===== src/rtl/pbx_pkg.sv =====
// shared types, codes and helpers for the page buffer with scrambler
`default_nettype none

package pbx_pkg;

    localparam int BLOCK_BYTES_DEF = 2048;
    localparam int CMD_FIFO_DEPTH  = 4;

    localparam int KIND_W   = 3;
    localparam int BYTE_W   = 8;
    localparam int AMOUNT_W = 12;
    localparam int RES_W    = 12;
    localparam int WORD_W   = 16;

    localparam logic [WORD_W-1:0] SCRAMBLE_SEED = 16'hACE1;
    localparam logic [BYTE_W-1:0] ERASED_BYTE   = 8'hFF;

    localparam logic [KIND_W-1:0] KIND_CLEAR    = 3'd0;
    localparam logic [KIND_W-1:0] KIND_WRITE    = 3'd1;
    localparam logic [KIND_W-1:0] KIND_SKIP     = 3'd2;
    localparam logic [KIND_W-1:0] KIND_REWIND   = 3'd3;
    localparam logic [KIND_W-1:0] KIND_SCRAMBLE = 3'd4;
    localparam logic [KIND_W-1:0] KIND_READ     = 3'd5;

    typedef enum logic [2:0] {
        OP_NONE,
        OP_CLEAR,
        OP_WRITE,
        OP_SCRAMBLE,
        OP_READ
    } mem_op_t;

    typedef enum logic {
        BK_RUN,
        BK_SWEEP
    } back_state_t;

    typedef struct packed {
        logic             ok;
        logic [RES_W-1:0] offset_now;
        logic [RES_W-1:0] bytes_left;
    } res_t;

    typedef struct packed {
        mem_op_t           op;
        logic              lane;
        logic [BYTE_W-1:0] data;
        res_t              res;
    } cmd_t;

    // one xorshift16 step, zero is forced to one first
    function automatic logic [WORD_W-1:0] next_term(input logic [WORD_W-1:0] value);
        logic [WORD_W-1:0] v;
        v = value;
        if (v == '0)
        begin
            v = 16'h0001;
        end
        v = v ^ ((v & 16'h07FF) << 5);
        v = v ^ (v >> 7);
        v = v ^ ((v & 16'h0003) << 14);
        return v;
    endfunction

endpackage

`default_nettype wire


===== src/rtl/pbx_cmd_fifo.sv =====
// short command queue between front and back
`default_nettype none

module pbx_cmd_fifo import pbx_pkg::*; #(
    parameter int WIDTH = 1,
    parameter int DEPTH = CMD_FIFO_DEPTH
) (
    input  wire logic             clk,
    input  wire logic             rst_n,
    input  wire logic             push,
    input  wire logic [WIDTH-1:0] din,
    output logic                  full,
    input  wire logic             pop,
    output logic                  not_empty,
    output logic [WIDTH-1:0]      dout
);

    localparam int PW = (DEPTH > 1) ? $clog2(DEPTH) : 1;
    localparam int CW = $clog2(DEPTH + 1);

    logic [WIDTH-1:0] slot_reg [DEPTH];
    logic [PW-1:0]    wr_ptr_reg;
    logic [PW-1:0]    wr_ptr_next;
    logic [PW-1:0]    rd_ptr_reg;
    logic [PW-1:0]    rd_ptr_next;
    logic [CW-1:0]    count_reg;
    logic [CW-1:0]    count_next;
    logic             do_push;
    logic             do_pop;

    assign full      = (count_reg == CW'(DEPTH));
    assign not_empty = (count_reg != '0);
    assign do_push   = push && !full;
    assign do_pop    = pop && not_empty;
    assign dout      = slot_reg[rd_ptr_reg];

    always_comb
    begin
        wr_ptr_next = wr_ptr_reg;
        rd_ptr_next = rd_ptr_reg;
        count_next  = count_reg;
        if (do_push)
        begin
            wr_ptr_next = (wr_ptr_reg == PW'(DEPTH - 1)) ? '0 : wr_ptr_reg + PW'(1);
        end
        if (do_pop)
        begin
            rd_ptr_next = (rd_ptr_reg == PW'(DEPTH - 1)) ? '0 : rd_ptr_reg + PW'(1);
        end
        if (do_push && !do_pop)
        begin
            count_next = count_reg + CW'(1);
        end
        else if (do_pop && !do_push)
        begin
            count_next = count_reg - CW'(1);
        end
    end

    always_ff @(posedge clk or negedge rst_n)
    begin
        if (!rst_n)
        begin
            wr_ptr_reg <= '0;
            rd_ptr_reg <= '0;
            count_reg  <= '0;
        end
        else
        begin
            wr_ptr_reg <= wr_ptr_next;
            rd_ptr_reg <= rd_ptr_next;
            count_reg  <= count_next;
        end
    end

    always_ff @(posedge clk)
    begin
        if (do_push)
        begin
            slot_reg[wr_ptr_reg] <= din;
        end
    end

endmodule

`default_nettype wire


===== config.mk =====
export PLATFORM = sky130hd
export DESIGN_NAME = pbx_cmd_fifo
export DESIGN_NICKNAME = d
export VERILOG_FILES = /design/src/rtl/pbx_pkg.sv /design/src/rtl/pbx_cmd_fifo.sv
export SDC_FILE = /design/constraint.sdc
export NUM_CORES = 1
export LEC_CHECK = 0
export BUFFER_PORTS_ARGS = -buffer_cell sky130_fd_sc_hd__buf_4
export CORE_MARGIN = 5
export CORE_UTILIZATION = 35
export CTS_CLUSTER_DIAMETER = 50
export DETAILED_ROUTE_END_ITERATION = 16
export PLACE_DENSITY = 0.53
export RECOVER_POWER = 100
export REMOVE_ABC_BUFFERS = 1
export SKIP_CTS_REPAIR_TIMING = 1
export SLEW_MARGIN = 20
export SYNTH_ARGS = -nofsm -noshare
export SYNTH_HDL_FRONTEND = slang
export SYNTH_SLANG_ARGS = --single-unit

===== constraint.sdc =====
create_clock -name clk -period 3.6 [get_ports clk]
set_input_delay 0.18 -clock clk [delete_from_list [all_inputs] [get_ports clk]]
set_output_delay 0.18 -clock clk [all_outputs]
set_load 0.05 [all_outputs]

Yosys cells after proc, flatten, opt, wreduce, memory -nomap -nowiden
Memory sizes are Yosys's and may differ from the RTL's.
Cells that the tools add are included.
{ "word_totals": {"inputBits": 5, "output_inout_bits": 3, "wordCells": 26, "mem_count": 1, "ramBits": 4, "regBits": 7} }
{ "memory_table": {"columns": ["name", "words", "word_bits", "read_ports", "rd_ports_with_merged_regs", "write_ports", "line", "rtl"], "rows": [
  ["slot_reg", 4, 1, 1, 0, 1, "pbx_cmd_fifo.sv:21", "logic [WIDTH-1:0] slot_reg [DEPTH];"]
]} }
{ "op_classes": {"n_mux": 6, "reduce_logical": 9, "addsub": 4, "eq_ne": 3} }
{ "ops": {"columns": ["op", "count"], "rows": [
  ["two-way mux 3 bit", 2],
  ["adder 2 x 1 -> 2 bit (second input constant)", 2],
  ["equality test 2 bit (second input constant)", 2],
  ["logical AND 1 bit", 4],
  ["two-way mux 2 bit", 2],
  ["adder 3 x 1 -> 3 bit (second input constant)", 1],
  ["equality test 3 bit (second input constant)", 1],
  ["logical NOT 1 bit", 3],
  ["nonzero test 3 bit", 1],
  ["subtractor 3 x 1 -> 3 bit (second input constant)", 1],
  ["two-way mux 1 bit", 2],
  ["nonzero test 2 bit", 1]
]} }

Logic depth before layout (Yosys ltp)
{ "depth": {"depth_word": 7, "depth_mapped": 9, "mapped_depth_nobuf": 8} }

Least setup slack after synthesis
Ideal clock, no wire load.
{ "synth_path": {"path_type": "register to register", "from": "register count_reg[0]", "to": "register count_reg[1]", "required_ns": 3.475, "period_less_slack_ns": 2.262, "stages_incl_launch_ff": 8, "n_path_buf": 1, "setup_slack_ns": 1.338, "arrival_ns": 2.137, "path_cell_list": "dfrtp_1 -> nor3b_4 -> nor2b_2 -> buf_6 -> ha_1 -> inv_1 -> fa_1 -> mux2_2"} }
{ "synth_between": {"elab_cells_between_ends": 14, "classes_between": "add/sub (2); eq/ne (1); mux (2); reduce/logical (9)"} }
{ "synth_lines": {"columns": ["item", "line", "rtl"], "rows": [
  ["from (decl)", "pbx_cmd_fifo.sv:26", "logic [CW-1:0] count_reg;"],
  ["from (signal assigned)", "pbx_cmd_fifo.sv:72", "count_reg <= count_next;"],
  ["equality test 3 bit", "pbx_cmd_fifo.sv:31", "assign full = (count_reg == CW'(DEPTH));"],
  ["net full", "pbx_cmd_fifo.sv:12", "output logic full,"],
  ["logical NOT 1 bit", "pbx_cmd_fifo.sv:33", "assign do_push = push && !full;"],
  ["logical AND 1 bit", "pbx_cmd_fifo.sv:33", null],
  ["net do_push", "pbx_cmd_fifo.sv:28", "logic do_push;"],
  ["logical AND 1 bit", "pbx_cmd_fifo.sv:50", "if (do_push && !do_pop)"],
  ["two-way mux 3 bit", "pbx_cmd_fifo.sv:50", null],
  ["net count_next[1]", "pbx_cmd_fifo.sv:27", "logic [CW-1:0] count_next;"]
]} }
The timed path passes the listed nets, and every way through them passes these cells. The select of a mux whose other input is x is not followed.
A chain may end at the register's enable or synchronous reset.

Final worst setup path
{ "layout_path": {"from": "register count_reg[0]", "to": "register count_reg[2]"} }
{ "layout_between": {"elab_chain_cells": 6, "elab_cells_between_ends": 14, "classes_between": "add/sub (2); eq/ne (1); mux (2); reduce/logical (9)"} }
{ "layout_rtl": {"columns": ["item"], "rows": [
  ["parallel branches: the longest is 6 deep, another holds subtractor 3 x 1 -> 3 bit"]
]} }
Several ways; the timed one is not identified. The select of a mux whose other input is x is not followed.

==> results_dict.tcl <==
set metrics [dict create \
    final.setup.tns_ns 0 \
    status "finished, final reports clean" \
    drt_iter0_drc 2 \
    vdd_drop_max_mv 0.315 \
    layout_commonest_cell "dfrtp_1" \
    cp-end-kind "flop" \
    overflow 0 \
    antenna_left 0 \
    path_clk_slew_ns 0.07 \
    drv_cap 0 \
    final_util 0.401 \
    grt_pass1_wl_mm 1.73 \
    antenna_found_initial 0 \
    start_kind "flop" \
    max_stage_delay_ns 0.43 \
    cts_root_buffer "clkbuf_4" \
    chipHeight_um 52.2 \
    cpMostUsedCell "xor2_1" \
    crit_start "count_reg[0]" \
    drive_above_1_share 0.264 \
    vias 332 \
    ys_seq_elements 11 \
    worstSetupPathType "flop to flop" \
    reg2reg_setup_slack_ns 1.43 \
    grt_use_total 0.0883 \
    start_util 0.366 \
    highest_layer "met3" \
    syn_avg_cell_area_um2 14.9 \
    crit_slowest_cell "dfrtp_1" \
    required_ns 3.79 \
    hold_path_end "slot_reg[2]" \
    arrival_ns 2.36 \
    antennaDiodeCount 0 \
    syn_inst 42 \
    clock.fmax_mhz 461 \
    ys_seq_area_frac 0.473 \
    io_buffers 7 \
    clkLatencyLatePin_ns 0.26 \
    via_per_inst 4.26 \
    r2r_cells 8 \
    min_from "din" \
    die-area_um2 2730 \
    skew_ns 0.00358 \
    htreeDepth 1 \
    wl_met3_um 47 \
    cts_buffers 3 \
    drt-met1-wl_um 407 \
    p_leak_nw 0.300 \
    ys_warn_count 0 \
    cp_max_fo 4 \
    grt_pass1_vias 400 \
    met2_length_um 495 \
    reg2reg_from "count_reg[0]" \
    crit_chain "or3_1 > nand2_1 > ha_1 > inv_1 > fa_1 > xor2_1 > nor2_1 > xor2_1" \
    area_delta_synth_final_pct 9.62 \
    grt_max_degree 8 \
    layout_common_cells "7 x dfrtp_1, 6 x ha_1, 6 x clkbuf_1" \
    synth_cell_types 17 \
    drc_errors 0 \
    design.core.area_um2 1710 \
    worstReg2RegEnd "count_reg[2]" \
    finalSetupViolations 0 \
    clockBufferDepth 2 \
    hp-class "input port to flop" \
    hold_viol 0 \
    powerDensity_nw_per_um2 882 \
    io_pins 8 \
    dr.pass1.iters 2 \
    rsz0062_at_grt "false" \
    cts_tree "done" \
    core.rowCount 15 \
    maxSlewHeadroom 0.597 \
    dp.cells 73 \
    routed_wl_um 950 \
    fp.dieW_um 52.2 \
    layout.nets 66 \
    final_cells 78 \
    period_share 0.603 \
    wire_per_inst_um 12.2 \
    whs_path_depth 1 \
    dp_hpwl_um 755 \
    period_needed_ns 2.17 \
    worst_pin_slew_ns 0.608 \
    syn_area_um2 624 \
    maxSlewViolCount 0 \
    largest_reg_flops 4 \
    gp_congestion 0.686 \
    cts.sinks 11 \
]
[layer usage]
layer / up-vias / global-route usage
met4: 0 / 0.0383
met3: 0 / 0.0313
met5: - / 0
met2: 4 / 0.151
li1: 164 / -
met1: 164 / 0.0984
[synth_stat cells]
| cell type | n | area share |
|---|---|---|
| mux2_2 | 1 | 0.018 |
| buf_6 | 1 | 0.018 |
| mux2_4 | 4 | 0.096 |
| fa_1 | 1 | 0.032 |
| or3_4 | 1 | 0.018 |
| xnor2_1 | 1 | 0.014 |
| nand2_4 | 1 | 0.018 |
| nor2_1 | 3 | 0.018 |
| nor2b_2 | 1 | 0.014 |
| and2_2 | 4 | 0.048 |
| inv_1 | 3 | 0.018 |
| xor2_1 | 2 | 0.028 |
| dfrtp_1 | 7 | 0.28 |
| mux4_2 | 1 | 0.036 |
| ha_1 | 6 | 0.12 |
| nor3b_4 | 1 | 0.030 |
| edfxtp_1 | 4 | 0.19 |
[logic make-up after synthesis]
kind of cell	synth area share
adders and majority gates	0.152
and+or+nand+nor	0.146
muxes	0.150
buffers and inverters	0.0361
DFF	0.473
xor gates and xnor gates	0.0421
[cell type report]
type,count,area (um2)
clock buffers,4,26.3
fillers,170,1020
inverters,3,11.3
multi-input cells,27,277
flip-flops and latches,11,295
well taps,25,31.3
repair buffers,8,43.8
[worst max-delay path by stage]
stage	slack, ns	end	depth (start not counted)
final	1.43	count_reg[2]	8
after global placement	1.55	count_reg[2]	8
after CTS	1.46	count_reg[2]	8
after floorplan	1.36	count_reg[1]	6
after global routing	1.26	count_reg[2]	8
after detailed placement	1.49	count_reg[2]	8
[power by group]
| group | internal [mW] | leakage, nW | switching (mW) |
|---|---|---|---|
| sequential | 0.184 | 0.119 | 0.0487 |
| clock | 0.0428 | 0.0150 | 0.0410 |
| combinational | 0.136 | 0.166 | 0.152 |
| total | 0.362 | 0.300 | 0.241 |
[worst max-delay path, delay by kind of cell, from the launching register on]
kind	cells	cell delay (ns)
and+or+nand+nor	3	0.69
adders and majority gates	2	0.60
DFF	1	0.43
xor gates and xnor gates	2	0.32
buffers and inverters	1	0.07
[through the flow]
| stage | hold slack (ns) | setup slack (ns) | cell area, um2 | power, mW |
|---|---|---|---|---|
| 6_report | 0.168 | 1.43 | 684 | 0.604 |
| 3_5_place_dp | 0.00389 | 1.49 | 697 | 0.574 |
| 2_1_floorplan | -0.116 | 1.36 | 613 | 0.494 |
| 3_3_place_gp | -0.00143 | 1.55 | 697 | 0.548 |
| 5_1_grt | 0.180 | 1.26 | 684 | 0.659 |
| 4_1_cts | -0.282 | 1.46 | 723 | 0.660 |
Note: power is estimated with default switching activity, not from simulation.
