File: config.mk
export PLATFORM = sky130hd
export DESIGN_NAME = pbx_front_flat
export DESIGN_NICKNAME = d
export VERILOG_FILES = /design/src/rtl/pbx_pkg.sv /design/src/rtl/pbx_if.sv /design/src/rtl/pbx_front.sv /design/src/flat_wrapper.sv
export SDC_FILE = /design/constraint.sdc
export NUM_CORES = 1
export LEC_CHECK = 0
export BUFFER_PORTS_ARGS = -buffer_cell sky130_fd_sc_hd__buf_2
export CAP_MARGIN = 20
export CORE_MARGIN = 5
export CORE_UTILIZATION = 50
export CTS_BUF_LIST = sky130_fd_sc_hd__clkbuf_8
export DETAILED_ROUTE_END_ITERATION = 8
export PLACE_DENSITY = 0.8
export SKIP_LAST_GASP = 1
export SLEW_MARGIN = 25
export SYNTH_ARGS = -nofsm -noshare
export SYNTH_HDL_FRONTEND = slang
export SYNTH_SLANG_ARGS = --single-unit
File: constraint.sdc
create_clock -name clk -period 6.8 [get_ports clk]
set_input_delay 0.34 -clock clk [delete_from_list [all_inputs] [get_ports clk]]
set_output_delay 0.34 -clock clk [all_outputs]
set_load 0.005 [all_outputs]
File: src/rtl/pbx_pkg.sv
// shared types, codes and helpers for the page buffer with scrambler
`default_nettype none

package pbx_pkg;

    localparam int BLOCK_BYTES_DEF = 2048;
    localparam int CMD_FIFO_DEPTH  = 4;

    localparam int KIND_W   = 3;
    localparam int BYTE_W   = 8;
    localparam int AMOUNT_W = 12;
    localparam int RES_W    = 12;
    localparam int WORD_W   = 16;

    localparam logic [WORD_W-1:0] SCRAMBLE_SEED = 16'hACE1;
    localparam logic [BYTE_W-1:0] ERASED_BYTE   = 8'hFF;

    localparam logic [KIND_W-1:0] KIND_CLEAR    = 3'd0;
    localparam logic [KIND_W-1:0] KIND_WRITE    = 3'd1;
    localparam logic [KIND_W-1:0] KIND_SKIP     = 3'd2;
    localparam logic [KIND_W-1:0] KIND_REWIND   = 3'd3;
    localparam logic [KIND_W-1:0] KIND_SCRAMBLE = 3'd4;
    localparam logic [KIND_W-1:0] KIND_READ     = 3'd5;

    typedef enum logic [2:0] {
        OP_NONE,
        OP_CLEAR,
        OP_WRITE,
        OP_SCRAMBLE,
        OP_READ
    } mem_op_t;

    typedef enum logic {
        BK_RUN,
        BK_SWEEP
    } back_state_t;

    typedef struct packed {
        logic             ok;
        logic [RES_W-1:0] offset_now;
        logic [RES_W-1:0] bytes_left;
    } res_t;

    typedef struct packed {
        mem_op_t           op;
        logic              lane;
        logic [BYTE_W-1:0] data;
        res_t              res;
    } cmd_t;

    // one xorshift16 step, zero is forced to one first
    function automatic logic [WORD_W-1:0] next_term(input logic [WORD_W-1:0] value);
        logic [WORD_W-1:0] v;
        v = value;
        if (v == '0)
        begin
            v = 16'h0001;
        end
        v = v ^ ((v & 16'h07FF) << 5);
        v = v ^ (v >> 7);
        v = v ^ ((v & 16'h0003) << 14);
        return v;
    endfunction

endpackage

`default_nettype wire

File: src/rtl/pbx_if.sv
// request and response channel interfaces
`default_nettype none

interface pbx_req_if import pbx_pkg::*; ();
    logic                valid;
    logic                ready;
    logic [KIND_W-1:0]   kind;
    logic [BYTE_W-1:0]   data_byte;
    logic [AMOUNT_W-1:0] amount;

    modport source (output valid, kind, data_byte, amount, input ready);
    modport sink   (input valid, kind, data_byte, amount, output ready);
endinterface


`default_nettype wire

File: src/rtl/pbx_front.sv
// front end: takes request beats, keeps the byte offset, classifies each item
`default_nettype none

module pbx_front import pbx_pkg::*; #(
    parameter int BLOCK_BYTES = BLOCK_BYTES_DEF,
    localparam int STORE_WORDS = (BLOCK_BYTES + 1) / 2,
    localparam int WA = (STORE_WORDS > 1) ? $clog2(STORE_WORDS) : 1
) (
    input  wire logic      clk,
    input  wire logic      rst_n,
    pbx_req_if.sink        req,
    input  wire logic      fifo_full,
    output logic           cmd_push,
    output cmd_t           cmd,
    output logic [WA-1:0]  cmd_addr
);

    localparam int OFS_W = $clog2(BLOCK_BYTES + 1);
    localparam int CMP_W = ((OFS_W > AMOUNT_W) ? OFS_W : AMOUNT_W) + 1;

    logic [OFS_W-1:0] ofs_reg;
    logic [OFS_W-1:0] ofs_next;
    logic [CMP_W-1:0] ofs_x;
    logic [CMP_W-1:0] amt_x;
    logic [CMP_W-1:0] sum_x;
    logic [CMP_W-1:0] blk_x;
    logic [CMP_W-1:0] new_x;
    logic [CMP_W-1:0] left_x;
    logic             ok;
    mem_op_t          op;
    logic             accept;

    assign req.ready = !fifo_full;
    assign accept    = req.valid && req.ready;

    assign ofs_x = CMP_W'(ofs_reg);
    assign amt_x = CMP_W'(req.amount);
    assign sum_x = ofs_x + amt_x;
    assign blk_x = CMP_W'(BLOCK_BYTES);

    always_comb
    begin
        ok       = 1'b0;
        op       = OP_NONE;
        ofs_next = ofs_reg;
        case (req.kind)
            KIND_CLEAR:
            begin
                ok       = 1'b1;
                op       = OP_CLEAR;
                ofs_next = '0;
            end
            KIND_WRITE:
            begin
                // the whole remaining run has to fit
                if (amt_x != '0 && sum_x <= blk_x)
                begin
                    ok       = 1'b1;
                    op       = OP_WRITE;
                    ofs_next = ofs_reg + OFS_W'(1);
                end
            end
            KIND_SKIP:
            begin
                if (sum_x < blk_x)
                begin
                    ok       = 1'b1;
                    ofs_next = OFS_W'(sum_x);
                end
            end
            KIND_REWIND:
            begin
                if (amt_x <= ofs_x)
                begin
                    ok       = 1'b1;
                    ofs_next = OFS_W'(amt_x);
                end
            end
            KIND_SCRAMBLE:
            begin
                ok = 1'b1;
                op = OP_SCRAMBLE;
            end
            KIND_READ:
            begin
                if (ofs_x < blk_x)
                begin
                    ok = 1'b1;
                    op = OP_READ;
                end
            end
            default:
            begin
                ok = 1'b0;
            end
        endcase
    end

    assign new_x  = CMP_W'(ofs_next);
    assign left_x = blk_x - new_x;

    assign cmd_push           = accept;
    assign cmd.op             = op;
    assign cmd.lane           = ofs_reg[0];
    assign cmd.data           = req.data_byte;
    assign cmd.res.ok         = ok;
    assign cmd.res.offset_now = new_x[RES_W-1:0];
    assign cmd.res.bytes_left = left_x[RES_W-1:0];
    assign cmd_addr           = WA'(ofs_reg >> 1);

    always_ff @(posedge clk or negedge rst_n)
    begin
        if (!rst_n)
        begin
            ofs_reg <= '0;
        end
        else if (accept)
        begin
            ofs_reg <= ofs_next;
        end
    end

endmodule

`default_nettype wire

File: src/flat_wrapper.sv
// flat-port wrapper written by rule: the top's interface ports become plain ports
module pbx_front_flat import pbx_pkg::*;
#(
    parameter int BLOCK_BYTES = BLOCK_BYTES_DEF,
    localparam int STORE_WORDS = (BLOCK_BYTES + 1) / 2,
    localparam int WA = (STORE_WORDS > 1) ? $clog2(STORE_WORDS) : 1
)
  (clk, rst_n, fifo_full, cmd_push, cmd, cmd_addr, req_valid, req_kind, req_data_byte, req_amount, req_ready);
  pbx_req_if req_i ();
  input  wire logic clk;
  input  wire logic rst_n;
  input  wire logic fifo_full;
  output logic cmd_push;
  output cmd_t cmd;
  output logic [WA-1:0] cmd_addr;
  input wire logic [$bits(req_i.valid)-1:0] req_valid;
  input wire logic [$bits(req_i.kind)-1:0] req_kind;
  input wire logic [$bits(req_i.data_byte)-1:0] req_data_byte;
  input wire logic [$bits(req_i.amount)-1:0] req_amount;
  output wire logic [$bits(req_i.ready)-1:0] req_ready;
  assign req_i.valid = req_valid;
  assign req_i.kind = req_kind;
  assign req_i.data_byte = req_data_byte;
  assign req_i.amount = req_amount;
  assign req_ready = req_i.ready;
  pbx_front #(.BLOCK_BYTES(BLOCK_BYTES)) u_core (.clk(clk), .rst_n(rst_n), .req(req_i), .fifo_full(fifo_full), .cmd_push(cmd_push), .cmd(cmd), .cmd_addr(cmd_addr));
endmodule
---- Word-level counts from Yosys, hierarchy flattened ----
Cells that the tools add are included.
cells by class
  multiply operators ...................... 0
  equal/unequal tests ..................... 5
  $lt $le $gt $ge ......................... 4
  div/mod/pow operators ................... 0
  reduce and logical (&&, ||, !) cells .... 6
  bitwise gates (word level) .............. 0
  add/sub/neg operators ................... 3
  shift operators ......................... 0
  multiplexer cells ....................... 12
operators by type and width
  operator                                               number
  case mux 12 bit (4 select lines)                       1
  two-way mux 12 bit                                     3
  adder 12 x 12 -> 13 bit                                1
  <= comparator 13 x 12 -> 1 bit, second input constant  1
  < comparator 13 x 12 -> 1 bit, second input constant   1
  nonzero test 13 bit                                    1
  adder 12 x 1 -> 12 bit, second input constant          1
  <= comparator 12 bit                                   1
  < comparator 12 bit, second input constant             1
  case mux 3 bit (4 select lines)                        1
  subtractor 12 bit, first input constant                1
  == test 3 x 2 -> 1 bit, second input constant          2
  == test 3 bit, second input constant                   2
  case mux 1 bit (5 select lines)                        1
  two-way mux 1 bit                                      4
  == test 3 x 1 -> 1 bit, second input constant          1
  logical NOT 3 bit                                      1
  two-way mux 3 bit                                      1
  logical AND 1 bit                                      2
  two-way mux 2 bit                                      1
  OR reduction 2 bit                                     1
  logical NOT 1 bit                                      1
word-level totals
  ROM bits ................................ 0
  output and inout port bits .............. 49
  flip-flop bits (word level) ............. 12
  memories kept ........................... 0
  RAM bits ................................ 0
  input port bits ......................... 27
  latch bits .............................. 0
  logic and storage cells ................. 31

---- Longest topological paths before layout ----
  word-level depth ........................ 6
  gate-level depth with buffers ........... 16
  depth with buffers taken out ............ 16

---- Least setup slack after synthesis ----
No wires, ideal clock.
  path type ............................... register to output
  start point ............................. register u_core.ofs_reg[5]
  end point ............................... output port cmd[10] (netlist bit)
  path slack .............................. 2,450 ps
  path buffers ............................ 1
  arrival ................................. 4,010 ps
  cell stages (with the launch flop) ...... 17
  cells stage by stage .................... dfrtp_1 > inv_1 > ha_1 > buf_2 > nor2_1 > or3_2 > o21a_1 > a221o_1 > nor4_4 > nand4b_4 > a221o_1 > a221oi_4 > ha_1 > nand2_1 > nor4_2 > nand3_1 > xor2_1
RTL lines
  what                    line                source
  from (decl)             pbx_front.sv:21     logic [OFS_W-1:0] ofs_reg;
  from (signal assigned)  pbx_front.sv:119    ofs_reg <= ofs_next;
  to (decl)               flat_wrapper.sv:14  output cmd_t cmd;

==> results.toml <==
[synthesis]
yosys.area.top_type_share_pct = 11.8
ys_warn_count = 0
synthDistinctLibCells = 74
synth_top_cell_by_area = "ha_1"
syn_inst = 369
synthArstFlopShare_pct = 100
yosysSeqAreaShare_pct = 10.9
syn_area_mm2 = 0.00276
synth_nets = 423
synth-seq-cells = 12
synthTopCellsByArea = "ha_1 (12%), dfrtp_1 (11%), buf_4 (6.0%)"
yosysMostFrequentCell = "nor2_1"
syn_avg_cell_area_um2 = 7.49
synth_edf_count = 0
synth_ff_type = "dfrtp_1"
synth_common_cells = "nor2_1 (37), inv_1 (29), nand2_1 (28)"

[power]
leakage_nw = 1.41
ir_worst_vdd_v = 0.000181
pwr_density_cell_mw_per_mm2 = 286

[detailed_routing]
drc = 0
via_per_inst = 6.30
first_iter_violations = 342
ant_nets = 0
via_count = 2979
drt_pass1_iterations = 7
wire_per_inst_um = 17.7
totalWireLength_um = 8370

[clock_network]
cts_tree = "built"
clock-sinks = 12
cts_resized = 0
post_cts_buffers = 0
cts_hold_buf = 1
insertion_delay_ps = 240
cts-htree-levels = 1
cts-buffers-inserted = 3
clockRootBuffer = "clkbuf_8"
clockBufferDepth = 2
clkTransAtPathRegs_ps = 50

[sta]
hold_viol = 0
clock_skew_ps = 2.30
max_freq_mhz = 184
drv_slew = 0
rsz0062_at_grt = "false"
setup_violations = 0
slew_headroom_pct = 32.4
min_period_ps = 5440
tns_ps = 0
post-route-period-util_pct = 80.0
worst_slew_pin_slew_ps = 989

[final_layout]
seq_area_um2 = 300
antennaDiodeCount = 0
nNetsFinal = 456
fin_area_mm2 = 0.00300
layout-drive-gt1-share_pct = 22.9
multi_input_area_mm2 = 0.00214
largest_reg_flops = 12
n_fill_cell = 505
area_growth_pct = 8.60

[worst_setup_path]
critPathSlowestCell = "a2111oi_2"
path_class = "reg -> out"
cpPeakStageDelay_ps = 560
path_cells = "inv_1 > ha_1 > or2b_1 > a2111oi_2 > nor2_1 > a221o_1 > nor4_4 > nand4b_4 > a221o_1 > a221oi_4 > ha_1 > nand2_1 > nor4_2 > nand3_1 > xor2_1 > buf_2"
cp.depth = 16
crit_path_end = "cmd[10]"
r2r-end = "u_core.ofs_reg[9]"
r2r-start = "u_core.ofs_reg[0]"
reg2reg_depth = 13
critPathBufInv = 2
startpoint_type = "flip-flop"
arrival_ps = 5100
r2r_setup_slack_ps = 2460
crit_start = "u_core.ofs_reg[1]"
path_max_fanout = 10
critPathCaptureType = "output port"
critical_path_required_ps = 6460
cp_top_family = "compound AO/OA/AOI/OAI gates"

[die]
die_w_um = 84.4
core_area_mm2 = 0.00544
die-area_mm2 = 0.00711
core.rowCount = 27
die_h_um = 84.4
ios = 76
start_util_pct = 50.8

[grt]
grt_overflow = 0
grt_pass1_wl_um = 13500
grtUsageMet3_pct = 4.22
grt_use_met2_pct = 36.7
grt_max_degree = 22
gr-usage-met1_pct = 32.3
grt_pass1_vias = 2627
antenna_found_initial = 0
busiest_layer = "met2"
grtUsageTotal_pct = 23.0

[place]
place_area_mm2 = 0.00294
gp_congestion = 1.01
port_buffers = 59
place_hpwl_um = 6860

[status]
status = "completed"

[hold_path]
hp-class = "in -> async"

[job]
maxCapViolCount = 0
-- cell families after synthesis --
logic type               count (synthesis)  share of synthesized area (%)
flip-flops                              12                           10.9
adder cells (fa/ha/maj)                 27                           12.5
multiplexers                             5                           1.81
AO/OA/AOI/OAI                           97                           26.8
AND/OR/NAND/NOR                        151                           31.3
buffers and inverters                   61                           11.6
XOR/XNOR                                16                           5.07
-- where the power goes --
part	internal, mW	switching (mW)	leakage (nW)
clock	0.0512	0.0264	0.0288
sequential	0.0900	0.0496	0.155
combinational	0.274	0.368	1.22
-- worst min-delay path by stage --
| stage | start | endpoint | slack (ps) |
|---|---|---|---|
| final | rst_n | u_core.ofs_reg[5] | 510 |
| after global placement | rst_n | u_core.ofs_reg[2] | 230 |
| after detailed placement | rst_n | u_core.ofs_reg[2] | 240 |
| after floorplan | rst_n | u_core.ofs_reg[0] | 40 |
| after CTS | rst_n | u_core.ofs_reg[5] | 510 |
| after global routing | rst_n | u_core.ofs_reg[6] | 550 |
-- layout by cell type (no fill, tap or decap), drive strengths merged, types with 5 or more instances in the layout --
master	Yosys	layout
nor2	38	38
mux2i	5	5
nand2	29	29
xnor2	10	10
a211oi	5	5
inv	29	29
dfrtp	12	12
and3	5	5
buf	25	59
ha	26	26
nand4	5	5
o21ai	24	24
o22ai	5	5
a21oi	14	14
nand3	18	18
nor2b	7	7
nor3	10	10
xor2	6	6
nor4	11	11
a221o	7	7
-- routing by layer --
layer	vias to the layer above	share of wire [%]
li1	1410	-
met5	-	0
met2	181	45
met1	1358	43
met3	30	9.5
met4	0	2.2
-- area by class of cell --
cell class              count  share of cell area [%]
multi-input cells         296                    71.4
repair buffers             60                    10.2
flip-flops and latches     12                    10.0
inverters                  29                    3.63
well taps                  72                    3.00
clock buffers               4                    1.83
-- per-stage QoR --
stage | hold WS, ps | setup slack [ps] | power (mW) | util (%) | instances
after floorplan | 44.4 | 2450 | 0.604 | - | 369
after global placement | 235 | 1750 | 0.768 | 54.0 | 468
after detailed placement | 238 | 1680 | 0.774 | 54.0 | 468
after CTS | 515 | 1400 | 0.856 | 55.2 | 473
after global routing | 550 | 1040 | 0.936 | 55.2 | 473
final | 512 | 1360 | 0.859 | 55.2 | 473
(Power assumes the default switching activity.)
